--- config.mk ---
export PLATFORM = sky130hd
export DESIGN_NAME = marker_ring_command_queue
export DESIGN_NICKNAME = d
export VERILOG_FILES = /design/src/hdl/mrcq_pkg.sv /design/src/hdl/mrcq_ctrl.sv /design/src/hdl/mrcq_datapath.sv /design/src/hdl/marker_ring_command_queue.sv
export SDC_FILE = /design/constraint.sdc
export NUM_CORES = 1
export LEC_CHECK = 0
export BUFFER_PORTS_ARGS = -buffer_cell sky130_fd_sc_hd__buf_2
export CELL_PAD_IN_SITES_DETAIL_PLACEMENT = 1
export CELL_PAD_IN_SITES_GLOBAL_PLACEMENT = 2
export CORE_MARGIN = 3
export CORE_UTILIZATION = 43
export DETAILED_ROUTE_END_ITERATION = 16
export HOLD_SLACK_MARGIN = 0.08
export PLACE_DENSITY_LB_ADDON = 0.1
export REMOVE_ABC_BUFFERS = 1
export SLEW_MARGIN = 20
export SYNTH_ARGS = -nofsm -noshare
export SYNTH_HDL_FRONTEND = slang
export SYNTH_SLANG_ARGS = --single-unit
--- constraint.sdc ---
create_clock -name clk_i -period 4.24 [get_ports clk_i]
set_input_delay 0.848 -clock clk_i [delete_from_list [all_inputs] [get_ports clk_i]]
set_output_delay 0.848 -clock clk_i [all_outputs]
set_load 0.02 [all_outputs]
--- src/hdl/mrcq_pkg.sv ---
package mrcq_pkg;

  localparam int unsigned DEPTH  = 16;
  localparam int unsigned PTR_W  = $clog2(DEPTH);
  localparam int unsigned SIZE_W = 5;
  localparam int unsigned CODE_W = 8;
  localparam int unsigned OP_W   = 2;
  localparam int unsigned CFG_W  = 8;
  localparam int unsigned IDX_W  = 1;

  // operation codes
  localparam logic [OP_W-1:0] OP_WRITE = 2'd0;
  localparam logic [OP_W-1:0] OP_GET   = 2'd1;
  localparam logic [OP_W-1:0] OP_PEEK  = 2'd2;

  // configuration register indexes
  localparam logic [IDX_W-1:0] CFG_QUEUE_SIZE   = 1'b0;
  localparam logic [IDX_W-1:0] CFG_EMPTY_MARKER = 1'b1;

  localparam logic [SIZE_W-1:0] QUEUE_SIZE_RST   = 5'd16;
  localparam logic [CODE_W-1:0] EMPTY_MARKER_RST = 8'd0;

  typedef struct packed {
    logic [OP_W-1:0]   op;
    logic [CODE_W-1:0] command_code;
  } req_t;

  typedef struct packed {
    logic [CODE_W-1:0] code_out;
    logic              available;
  } result_t;

  // controller to datapath commands
  typedef struct packed {
    logic load;
    logic exec;
  } dp_cmd_t;

endpackage

--- src/hdl/mrcq_ctrl.sv ---
module mrcq_ctrl (
  input  logic             clk_i,
  input  logic             rst_ni,
  input  logic             start_i,
  output logic             busy_o,
  output logic             done_o,
  output mrcq_pkg::dp_cmd_t cmd_o
);
  import mrcq_pkg::*;

  localparam logic ST_IDLE = 1'b0;
  localparam logic ST_EXEC = 1'b1;

  logic state_q, state_d;
  logic done_q, done_d;

  always_comb begin
    state_d   = state_q;
    done_d    = 1'b0;
    cmd_o     = '0;
    case (state_q)
      ST_IDLE: begin
        if (start_i) begin
          cmd_o.load = 1'b1;
          state_d    = ST_EXEC;
        end
      end
      ST_EXEC: begin
        cmd_o.exec = 1'b1;
        done_d     = 1'b1;
        state_d    = ST_IDLE;
      end
      default: begin
        state_d = ST_IDLE;
      end
    endcase
  end

  always_ff @(posedge clk_i or negedge rst_ni) begin
    if (!rst_ni) begin
      state_q <= ST_IDLE;
      done_q  <= 1'b0;
    end else begin
      state_q <= state_d;
      done_q  <= done_d;
    end
  end

  assign busy_o = (state_q == ST_EXEC);
  assign done_o = done_q;

endmodule

--- src/hdl/mrcq_datapath.sv ---
module mrcq_datapath (
  input  logic                           clk_i,
  input  logic                           rst_ni,
  input  mrcq_pkg::dp_cmd_t              cmd_i,
  input  mrcq_pkg::req_t                 req_i,
  input  logic                           cfg_we_i,
  input  logic [mrcq_pkg::IDX_W-1:0]     cfg_idx_i,
  input  logic [mrcq_pkg::CFG_W-1:0]     cfg_data_i,
  output mrcq_pkg::result_t              result_o
);
  import mrcq_pkg::*;

  req_t              item_q;
  result_t           result_q, result_d;
  logic [CODE_W-1:0] entries_q [DEPTH];
  logic [CODE_W-1:0] entries_d [DEPTH];
  logic [PTR_W-1:0]  rp_q, rp_d;
  logic [SIZE_W-1:0] wp_q, wp_d;
  logic [SIZE_W-1:0] size_q;
  logic [CODE_W-1:0] marker_q;

  logic [SIZE_W-1:0] eff_size;
  logic [SIZE_W-1:0] wp_eff;
  logic [SIZE_W-1:0] rp_inc;
  logic [CODE_W-1:0] rd_code;
  logic              rd_empty;

  always_comb begin
    eff_size = size_q;
    if (size_q == '0) begin
      eff_size = SIZE_W'(1);
    end else if (size_q > SIZE_W'(DEPTH)) begin
      eff_size = SIZE_W'(DEPTH);
    end
  end

  assign wp_eff   = (wp_q >= eff_size) ? '0 : wp_q;
  assign rp_inc   = SIZE_W'(rp_q) + SIZE_W'(1);
  assign rd_code  = entries_q[rp_q];
  assign rd_empty = (rd_code == marker_q);

  always_comb begin
    entries_d = entries_q;
    rp_d      = rp_q;
    wp_d      = wp_q;
    result_d  = result_q;
    if (cmd_i.exec) begin
      result_d = '0;
      case (item_q.op)
        OP_WRITE: begin
          entries_d[wp_eff[PTR_W-1:0]] = item_q.command_code;
          wp_d = wp_eff + SIZE_W'(1);
        end
        OP_GET, OP_PEEK: begin
          if (rd_empty) begin
            result_d.code_out = marker_q;
          end else begin
            result_d.code_out  = rd_code;
            result_d.available = 1'b1;
            if (item_q.op == OP_GET) begin
              entries_d[rp_q] = marker_q;
              rp_d = (rp_inc >= eff_size) ? '0 : rp_inc[PTR_W-1:0];
            end
          end
        end
        default: begin
          result_d = '0;
        end
      endcase
    end
  end

  // item and result payload
  always_ff @(posedge clk_i) begin
    if (cmd_i.load) begin
      item_q <= req_i;
    end
    result_q <= result_d;
  end

  always_ff @(posedge clk_i or negedge rst_ni) begin
    if (!rst_ni) begin
      for (int i = 0; i < DEPTH; i++) begin
        entries_q[i] <= EMPTY_MARKER_RST;
      end
      rp_q     <= '0;
      wp_q     <= '0;
      size_q   <= QUEUE_SIZE_RST;
      marker_q <= EMPTY_MARKER_RST;
    end else begin
      entries_q <= entries_d;
      rp_q      <= rp_d;
      wp_q      <= wp_d;
      if (cfg_we_i) begin
        case (cfg_idx_i)
          CFG_QUEUE_SIZE:   size_q   <= cfg_data_i[SIZE_W-1:0];
          CFG_EMPTY_MARKER: marker_q <= cfg_data_i[CODE_W-1:0];
          default: begin
          end
        endcase
      end
    end
  end

  assign result_o = result_q;

endmodule

--- src/hdl/marker_ring_command_queue.sv ---
// marker ring command queue: one request at a time through a two-state controller
// an accepted request is loaded into the item register and executed, then its result and done_o are registered together
// a new request is taken only once the controller is back in idle; busy_o is high for the execute cycle only
// the receiver cannot stall: each result is strobed on done_o for exactly one cycle
// reset (rst_ni low, async): all 16 entries read as the empty marker, both positions 0,
// queue size 16, empty marker 0
module marker_ring_command_queue (
  input  logic                           clk_i,
  input  logic                           rst_ni,
  // request channel
  input  logic                           start_i,
  output logic                           busy_o,
  input  mrcq_pkg::req_t                 req_i,
  // result channel
  output logic                           done_o,
  output mrcq_pkg::result_t              result_o,
  // configuration write port
  input  logic                           cfg_we_i,
  input  logic [mrcq_pkg::IDX_W-1:0]     cfg_idx_i,
  input  logic [mrcq_pkg::CFG_W-1:0]     cfg_data_i
);
  import mrcq_pkg::*;

  dp_cmd_t dp_cmd;
  logic    req_accept;

  // request taken only when the controller is idle
  assign req_accept = start_i && !busy_o;

  // controller: idle -> execute -> idle, strobes done after execute
  mrcq_ctrl u_ctrl (
    .clk_i  (clk_i),
    .rst_ni (rst_ni),
    .start_i(start_i),
    .busy_o (busy_o),
    .done_o (done_o),
    .cmd_o  (dp_cmd)
  );

  // datapath: entry registers, read/write positions, config, result register
  mrcq_datapath u_dp (
    .clk_i     (clk_i),
    .rst_ni    (rst_ni),
    .cmd_i     (dp_cmd),
    .req_i     (req_i),
    .cfg_we_i  (cfg_we_i),
    .cfg_idx_i (cfg_idx_i),
    .cfg_data_i(cfg_data_i),
    .result_o  (result_o)
  );

  // an accepted request moves the controller into execute
  assert property (@(posedge clk_i) disable iff (!rst_ni) req_accept |=> busy_o)
    else $error("accepted request did not start execution");

  // execute is always followed by a result strobe, with busy_o low again
  assert property (@(posedge clk_i) disable iff (!rst_ni) busy_o |=> (done_o && !busy_o))
    else $error("execute cycle not followed by result");

  // a result strobe only follows an execute cycle
  assert property (@(posedge clk_i) disable iff (!rst_ni) done_o |-> $past(busy_o))
    else $error("result strobe without execution");

endmodule

==> reports/metrics.cfg, run 1 <==
[synthesis]
post-synth-top-count-cell=dfrtp_1
synth_edf_count=19
synth_cells=881
yosysWarningCount=0
synth_top_cells_by_area=dfrtp_1 (37%), mux2_2 (6.6%), mux2_4 (5.8%)
synth.avg_cell_area_um2=11.5
synthesis.area_um2=10200
ys.flop_type=dfrtp_1
yosysUniqueCellTypes=68
synth_common_cells=dfrtp_1 (151), o22ai_1 (93), nand2_1 (84), mux2_2 (60), mux2i_1 (41)
synth_top_area_cell=dfrtp_1
yosysSeqAreaShare_pct=43.0
synth_seq_cells=171
synth_top_area_share_pct=37.1
async_reset_ff_share_pct=88.9

[clock_tree]
root_buffer=clkbuf_16
clk_latency_ns=0.44
cts_buffers=17
cts_resized=0
cts_tree=yes
clkSinkCount=171
post_cts_buffers=0
cts_buffer_depth=2
holdBufCountCts=0
path_clk_slew_ns=0.07
cts_max_level=4

[worst_setup_path]
critPathCaptureType=register
cp.required_ns=4.56
cp_data_arrival_time_ns=4.21
startpoint_type=register
critical_path_class=reg -> reg
cp_max_fo=43

[drt]
drt-total-wl_um=36500
route.detailed.drc=0
drt_iter0_drc=735
num_vias=8074
routedWlPerCell_um=29.7
vias_per_cell=6.57
drt_first_pass_iters=5
antenna_left=0

[hold_path]
min_path_type=in -> async

[place]
pre_cts_ws_ns=0.377
port_buffers=33
dpl.hpwl_um=26100
place_congestion=0.936

[die]
ioPinCount=34
die_area_um2=25500
die_h_um=160
start_util_pct=44.4
core.rowCount=55
core_um2=22900
die_x_um=160

[status]
status=finished, final reports clean

[power_and_ir_drop]
power_density_nw_per_um2=606
p_leak_uw=0.00477
peakVddDrop_v=0.000332

[timing]
finClkSkew_ns=0.0115
finalCritPeriodShare_pct=91.8
setup_tns_ns=0
rsz0062_at_grt=no
hold_viol_final=0
max_freq_ghz=0.257
fin_ws_ns=0.347
holdWs_ns=0.478
min_period_ns=3.89
slew_violations=0
setup_viol=0
maxSlewHeadroom_pct=36.2
worst_pin_slew_ns=0.957

[global_route]
grt_pass1_wl_um=55000
overflow=0
grt_pass1_vias=8567
grt_max_degree=98
grt.total_usage_pct=28.7
antenna_found_initial=0

[cells_and_area]
multi_input_area_um2=5380
antennaDiodeCount=0
fillers=2415
layout-drive-gt1-share_pct=26.9
seq_area_um2=4380
design.final.nets=945
areaGrowthSynthToFinish_pct=10.2

[run]
drv_cap=0

## logic make-up (layout without fill, tap and decap cells)
logic type,count (synthesis),after routing,share of synthesized area (%)
compound gates,250,250,18.9
simple gates,193,193,9.94
flops,171,171,43.0
mux,160,160,20.9
buf+inv,80,114,4.14
fa+ha+maj,20,20,2.46
xor+xnor,7,7,0.676
## cell type report
type	count	share of cell area (%)
multi-input cells	630	48.0
flip-flops and latches	171	39.0
repair buffers	63	3.87
clock buffers	18	3.83
well taps	313	3.49
clock inverters	14	1.14
inverters	19	0.636
## state kept, by name, indices dropped and copies added, names as in the netlist
name	flops
u_dp.size_q	5
u_dp.item_q	10
u_dp.entries_q	128
u_dp.rp_q	4
u_dp.result_o	9
u_ctrl.done_o	1
u_dp.wp_q	5
u_ctrl.busy_o	1
u_dp.marker_q	8
## critical path, stage by stage (launching register included)
cell and delay [ns]:
dfrtp_2 0.88, mux4_1 0.72, mux4_2 0.54, xnor2_2 0.16, nand2_2 0.10, nor4_4 0.05, a31oi_4 0.52, buf_12 0.32
nand2_8 0.13, mux2_4 0.31
## per-stage QoR
| step | util, % | power (uW) | cell area, um^2 | instances |
|---|---|---|---|---|
| floorplan | - | 4130 | 9820 | 820 |
| global placement | 46.5 | 5120 | 10700 | 1196 |
| detailed placement | 46.5 | 5220 | 10700 | 1196 |
| CTS | 48.9 | 6760 | 11200 | 1228 |
| global route | 48.9 | 7100 | 11200 | 1228 |
| finish | 48.9 | 6790 | 11200 | 1228 |
## final timing paths
path / cells past startpoint / startpoint / slack [ns] / endpoint
worst max-delay path: 9 / u_dp.rp_q[0]$_DFFE_PN0P_ / 0.35 / u_dp.entries_q[77]$_DFFE_PN0P_
worst min-delay path: 1 / rst_ni / 0.48 / u_dp.entries_q[82]$_DFFE_PN0P_
worst max register to register: 9 / u_dp.rp_q[0]$_DFFE_PN0P_ / 0.35 / u_dp.entries_q[77]$_DFFE_PN0P_
worst min register to register: 1 / u_dp.entries_q[21]$_DFFE_PN0P_ / 0.51 / u_dp.entries_q[21]$_DFFE_PN0P_
max in group asynchronous: 2 / rst_ni / 2.96 / u_dp.entries_q[37]$_DFFE_PN0P_
min in group clk_i: 1 / u_dp.entries_q[21]$_DFFE_PN0P_ / 0.51 / u_dp.entries_q[21]$_DFFE_PN0P_
## per-layer routing
layer	wire length (um)	vias up	GRT usage, %
met4	1200	0	10.5
li1	-	3450	-
met2	17000	343	45.6
met5	0	-	0
met3	2370	74	6.12
met1	15900	4207	38.8
## placed cells by master (no fill, tap or decap), types with 6 or more instances in the layout
| cell type | n |
|---|---|
| nor3b_1 | 7 |
| nand3_1 | 12 |
| ha_1 | 19 |
| nand2b_1 | 10 |
| o32ai_1 | 40 |
| a2bb2oi_1 | 39 |
| mux2_2 | 60 |
| clkbuf_16 | 17 |
| a21oi_1 | 14 |
| mux4_2 | 18 |
| nor2_1 | 27 |
| o21ai_0 | 13 |
| edfxtp_1 | 19 |
| mux2i_1 | 41 |
| nor2b_1 | 7 |
| buf_2 | 32 |
| inv_1 | 17 |
| dfrtp_1 | 149 |
| a2bb2oi_2 | 10 |
| nor3_1 | 9 |
| mux2_4 | 39 |
| nand2_1 | 84 |
| o22ai_1 | 93 |
| and2_1 | 9 |
| nand2_2 | 6 |
| buf_4 | 27 |
## power by group
part           switching [uW]  total [uW]  internal [uW]
sequential                376        2340           1970
clock                     760        1540            779
combinational            1750        2910           1150
total                    2890        6790           3900
Power figures use the tool's default switching activity.
==> run 2: changes to the inputs <==
--- a/config.mk
+++ b/config.mk
@@ -8,6 +8,7 @@
 export BUFFER_PORTS_ARGS = -buffer_cell sky130_fd_sc_hd__buf_2
 export CELL_PAD_IN_SITES_DETAIL_PLACEMENT = 1
 export CELL_PAD_IN_SITES_GLOBAL_PLACEMENT = 2
+export CORE_ASPECT_RATIO = 1.75
 export CORE_MARGIN = 3
 export CORE_UTILIZATION = 43
 export DETAILED_ROUTE_END_ITERATION = 16
==> reports/metrics.cfg, run 2 (same netlist as run 1, synthesis figures left out) <==
[status]
status=finished, final reports clean

[timing]
worst_pin_slew_ns=0.864
finalCritPeriodShare_pct=93.1
max_freq_ghz=0.253
setup_tns_ns=0
min_period_ns=3.95
finClkSkew_ns=0.00762
slew_violations=0
setup_viol=0
rsz0062_at_grt=no
fin_ws_ns=0.293
hold_viol_final=0
holdWs_ns=0.327
maxSlewHeadroom_pct=42.2

[global_route]
grt.total_usage_pct=29.1
overflow=0
grt_max_degree=72
grt_pass1_wl_um=55500
grt_pass1_vias=8872
antenna_found_initial=0

[die]
start_util_pct=44.2
die_area_um2=25600
die_x_um=122
core.rowCount=73
core_um2=23000
die_h_um=209
ioPinCount=34

[worst_setup_path]
cp.required_ns=4.57
cp_max_fo=9
critPathCaptureType=register
timing.rr.start=u_dp.size_q[1]$_DFFE_PN0P_
startpoint_type=register
crit_path_max_incr_delay_ns=0.45
critical_path_class=reg -> reg
cp_data_arrival_time_ns=4.28
crit_chain=nor3_1 > nor2_1 > nor2_1 > ha_1 > nand2b_1 > a21o_1 > a21oi_1 > o21a_1 > nand2_1 > inv_1 > ha_1 > nand3_1 > o21ai_0 > buf_4 > nand2_8 > mux2_4
critPathTopFamily=compound AO/OA/AOI/OAI gates
critPathBufInv=2
timing.rr.end=u_dp.entries_q[77]$_DFFE_PN0P_
cp_slowest_cell=o21ai_0
worstRegToRegCells=16
reg2reg_slack_ns=0.29

[clock_tree]
cts_max_level=4
post_cts_buffers=0
holdBufCountCts=0
root_buffer=clkbuf_16
cts_tree=yes
clkSinkCount=171
path_clk_slew_ns=0.06
cts_buffers=17
cts_buffer_depth=2
clk_latency_ns=0.45

[drt]
vias_per_cell=6.54
antenna_left=0
routedWlPerCell_um=29.5
num_vias=7991
drt_iter0_drc=528
drt-total-wl_um=36000
route.detailed.drc=0
drt_first_pass_iters=7

[run]
drv_cap=0

[power_and_ir_drop]
seq_power_share_pct=33.4
internal-power_uw=4080
peakVddDrop_v=0.000313
clkPwrFrac_pct=23.4
power_density_nw_per_um2=609
switching_share_pct=40.6
p_leak_uw=0.00481
p_comb_share_pct=43.2
switchingPower_uw=2790

[cells_and_area]
layout_common_cells=dfrtp_1 (149), o22ai_1 (93), nand2_1 (84), mux2_2 (60), mux2i_1 (41)
final_common_cell=dfrtp_1
layout-drive-gt1-share_pct=27.1
largest_reg_flops=128
largest-register=u_dp.entries_q
design.final.nets=951
design_area_um2=11300
antennaDiodeCount=0
areaGrowthSynthToFinish_pct=10.7

[place]
dpl.hpwl_um=27400
place_area_um2=10700
pre_cts_ws_ns=0.311
place_congestion=0.875
port_buffers=33

[hold_path]
min_path_type=in -> async

run 2: metrics by stage:
step	power, uW	utilization [%]	instances
2_1_floorplan	4130	-	820
3_3_place_gp	5180	46.4	1189
3_5_place_dp	5250	46.4	1189
4_1_cts	6870	48.9	1221
5_1_grt	7190	48.9	1221
6_report	6860	48.9	1221
run 2: routing by layer:
metal / GRT usage, % / routed length (um) / vias to the layer above
met5: 0 / 0 / -
met2: 52.3 / 19400 / 280
met1: 33.1 / 13100 / 4137
li1: - / - / 3468
met3: 3.86 / 1520 / 106
met4: 14.9 / 2010 / 0
run 2: cell type report:
cell class              count  area [um^2]
multi-input cells         630         5390
inverters                  19         71.3
clock inverters            10          144
clock buffers              22          444
fillers                  2495        11800
flip-flops and latches    171         4380
well taps                 300          375
repair buffers             69          467
run 2: power groups by stage:
stage                     sequential, uW  clock, uW  combinational, uW
final                               2290       1600               2970
after global routing                2320       1700               3180
after CTS                           2280       1630               2960
after detailed placement            2310          0               2940
after global placement              2300          0               2880
after floorplan                     2310          0               1820
run 2: what timing repair did:
item / 4_1_cts / 5_1_grt
hold endpoints to repair: 0 / 0
setup endpoints to repair: 0 / 8
gates resized for setup: 0 / 1
run 2: worst max path at each step:
| stage | startpoint | end | slack, ns | cells past startpoint |
|---|---|---|---|---|
| after floorplan | u_dp.rp_q[1]$_DFFE_PN0P_ | u_dp.entries_q[0]$_DFFE_PN0P_ | -0.74 | 8 |
| after global placement | u_dp.size_q[1]$_DFFE_PN0P_ | u_dp.entries_q[78]$_DFFE_PN0P_ | 0.43 | 16 |
| after detailed placement | u_dp.size_q[1]$_DFFE_PN0P_ | u_dp.entries_q[84]$_DFFE_PN0P_ | 0.31 | 14 |
| after CTS | u_dp.size_q[1]$_DFFE_PN0P_ | u_dp.entries_q[87]$_DFFE_PN0P_ | 0.28 | 14 |
| after global routing | u_dp.size_q[1]$_DFFE_PN0P_ | u_dp.entries_q[87]$_DFFE_PN0P_ | 0.04 | 14 |
| final | u_dp.size_q[1]$_DFFE_PN0P_ | u_dp.entries_q[77]$_DFFE_PN0P_ | 0.29 | 16 |
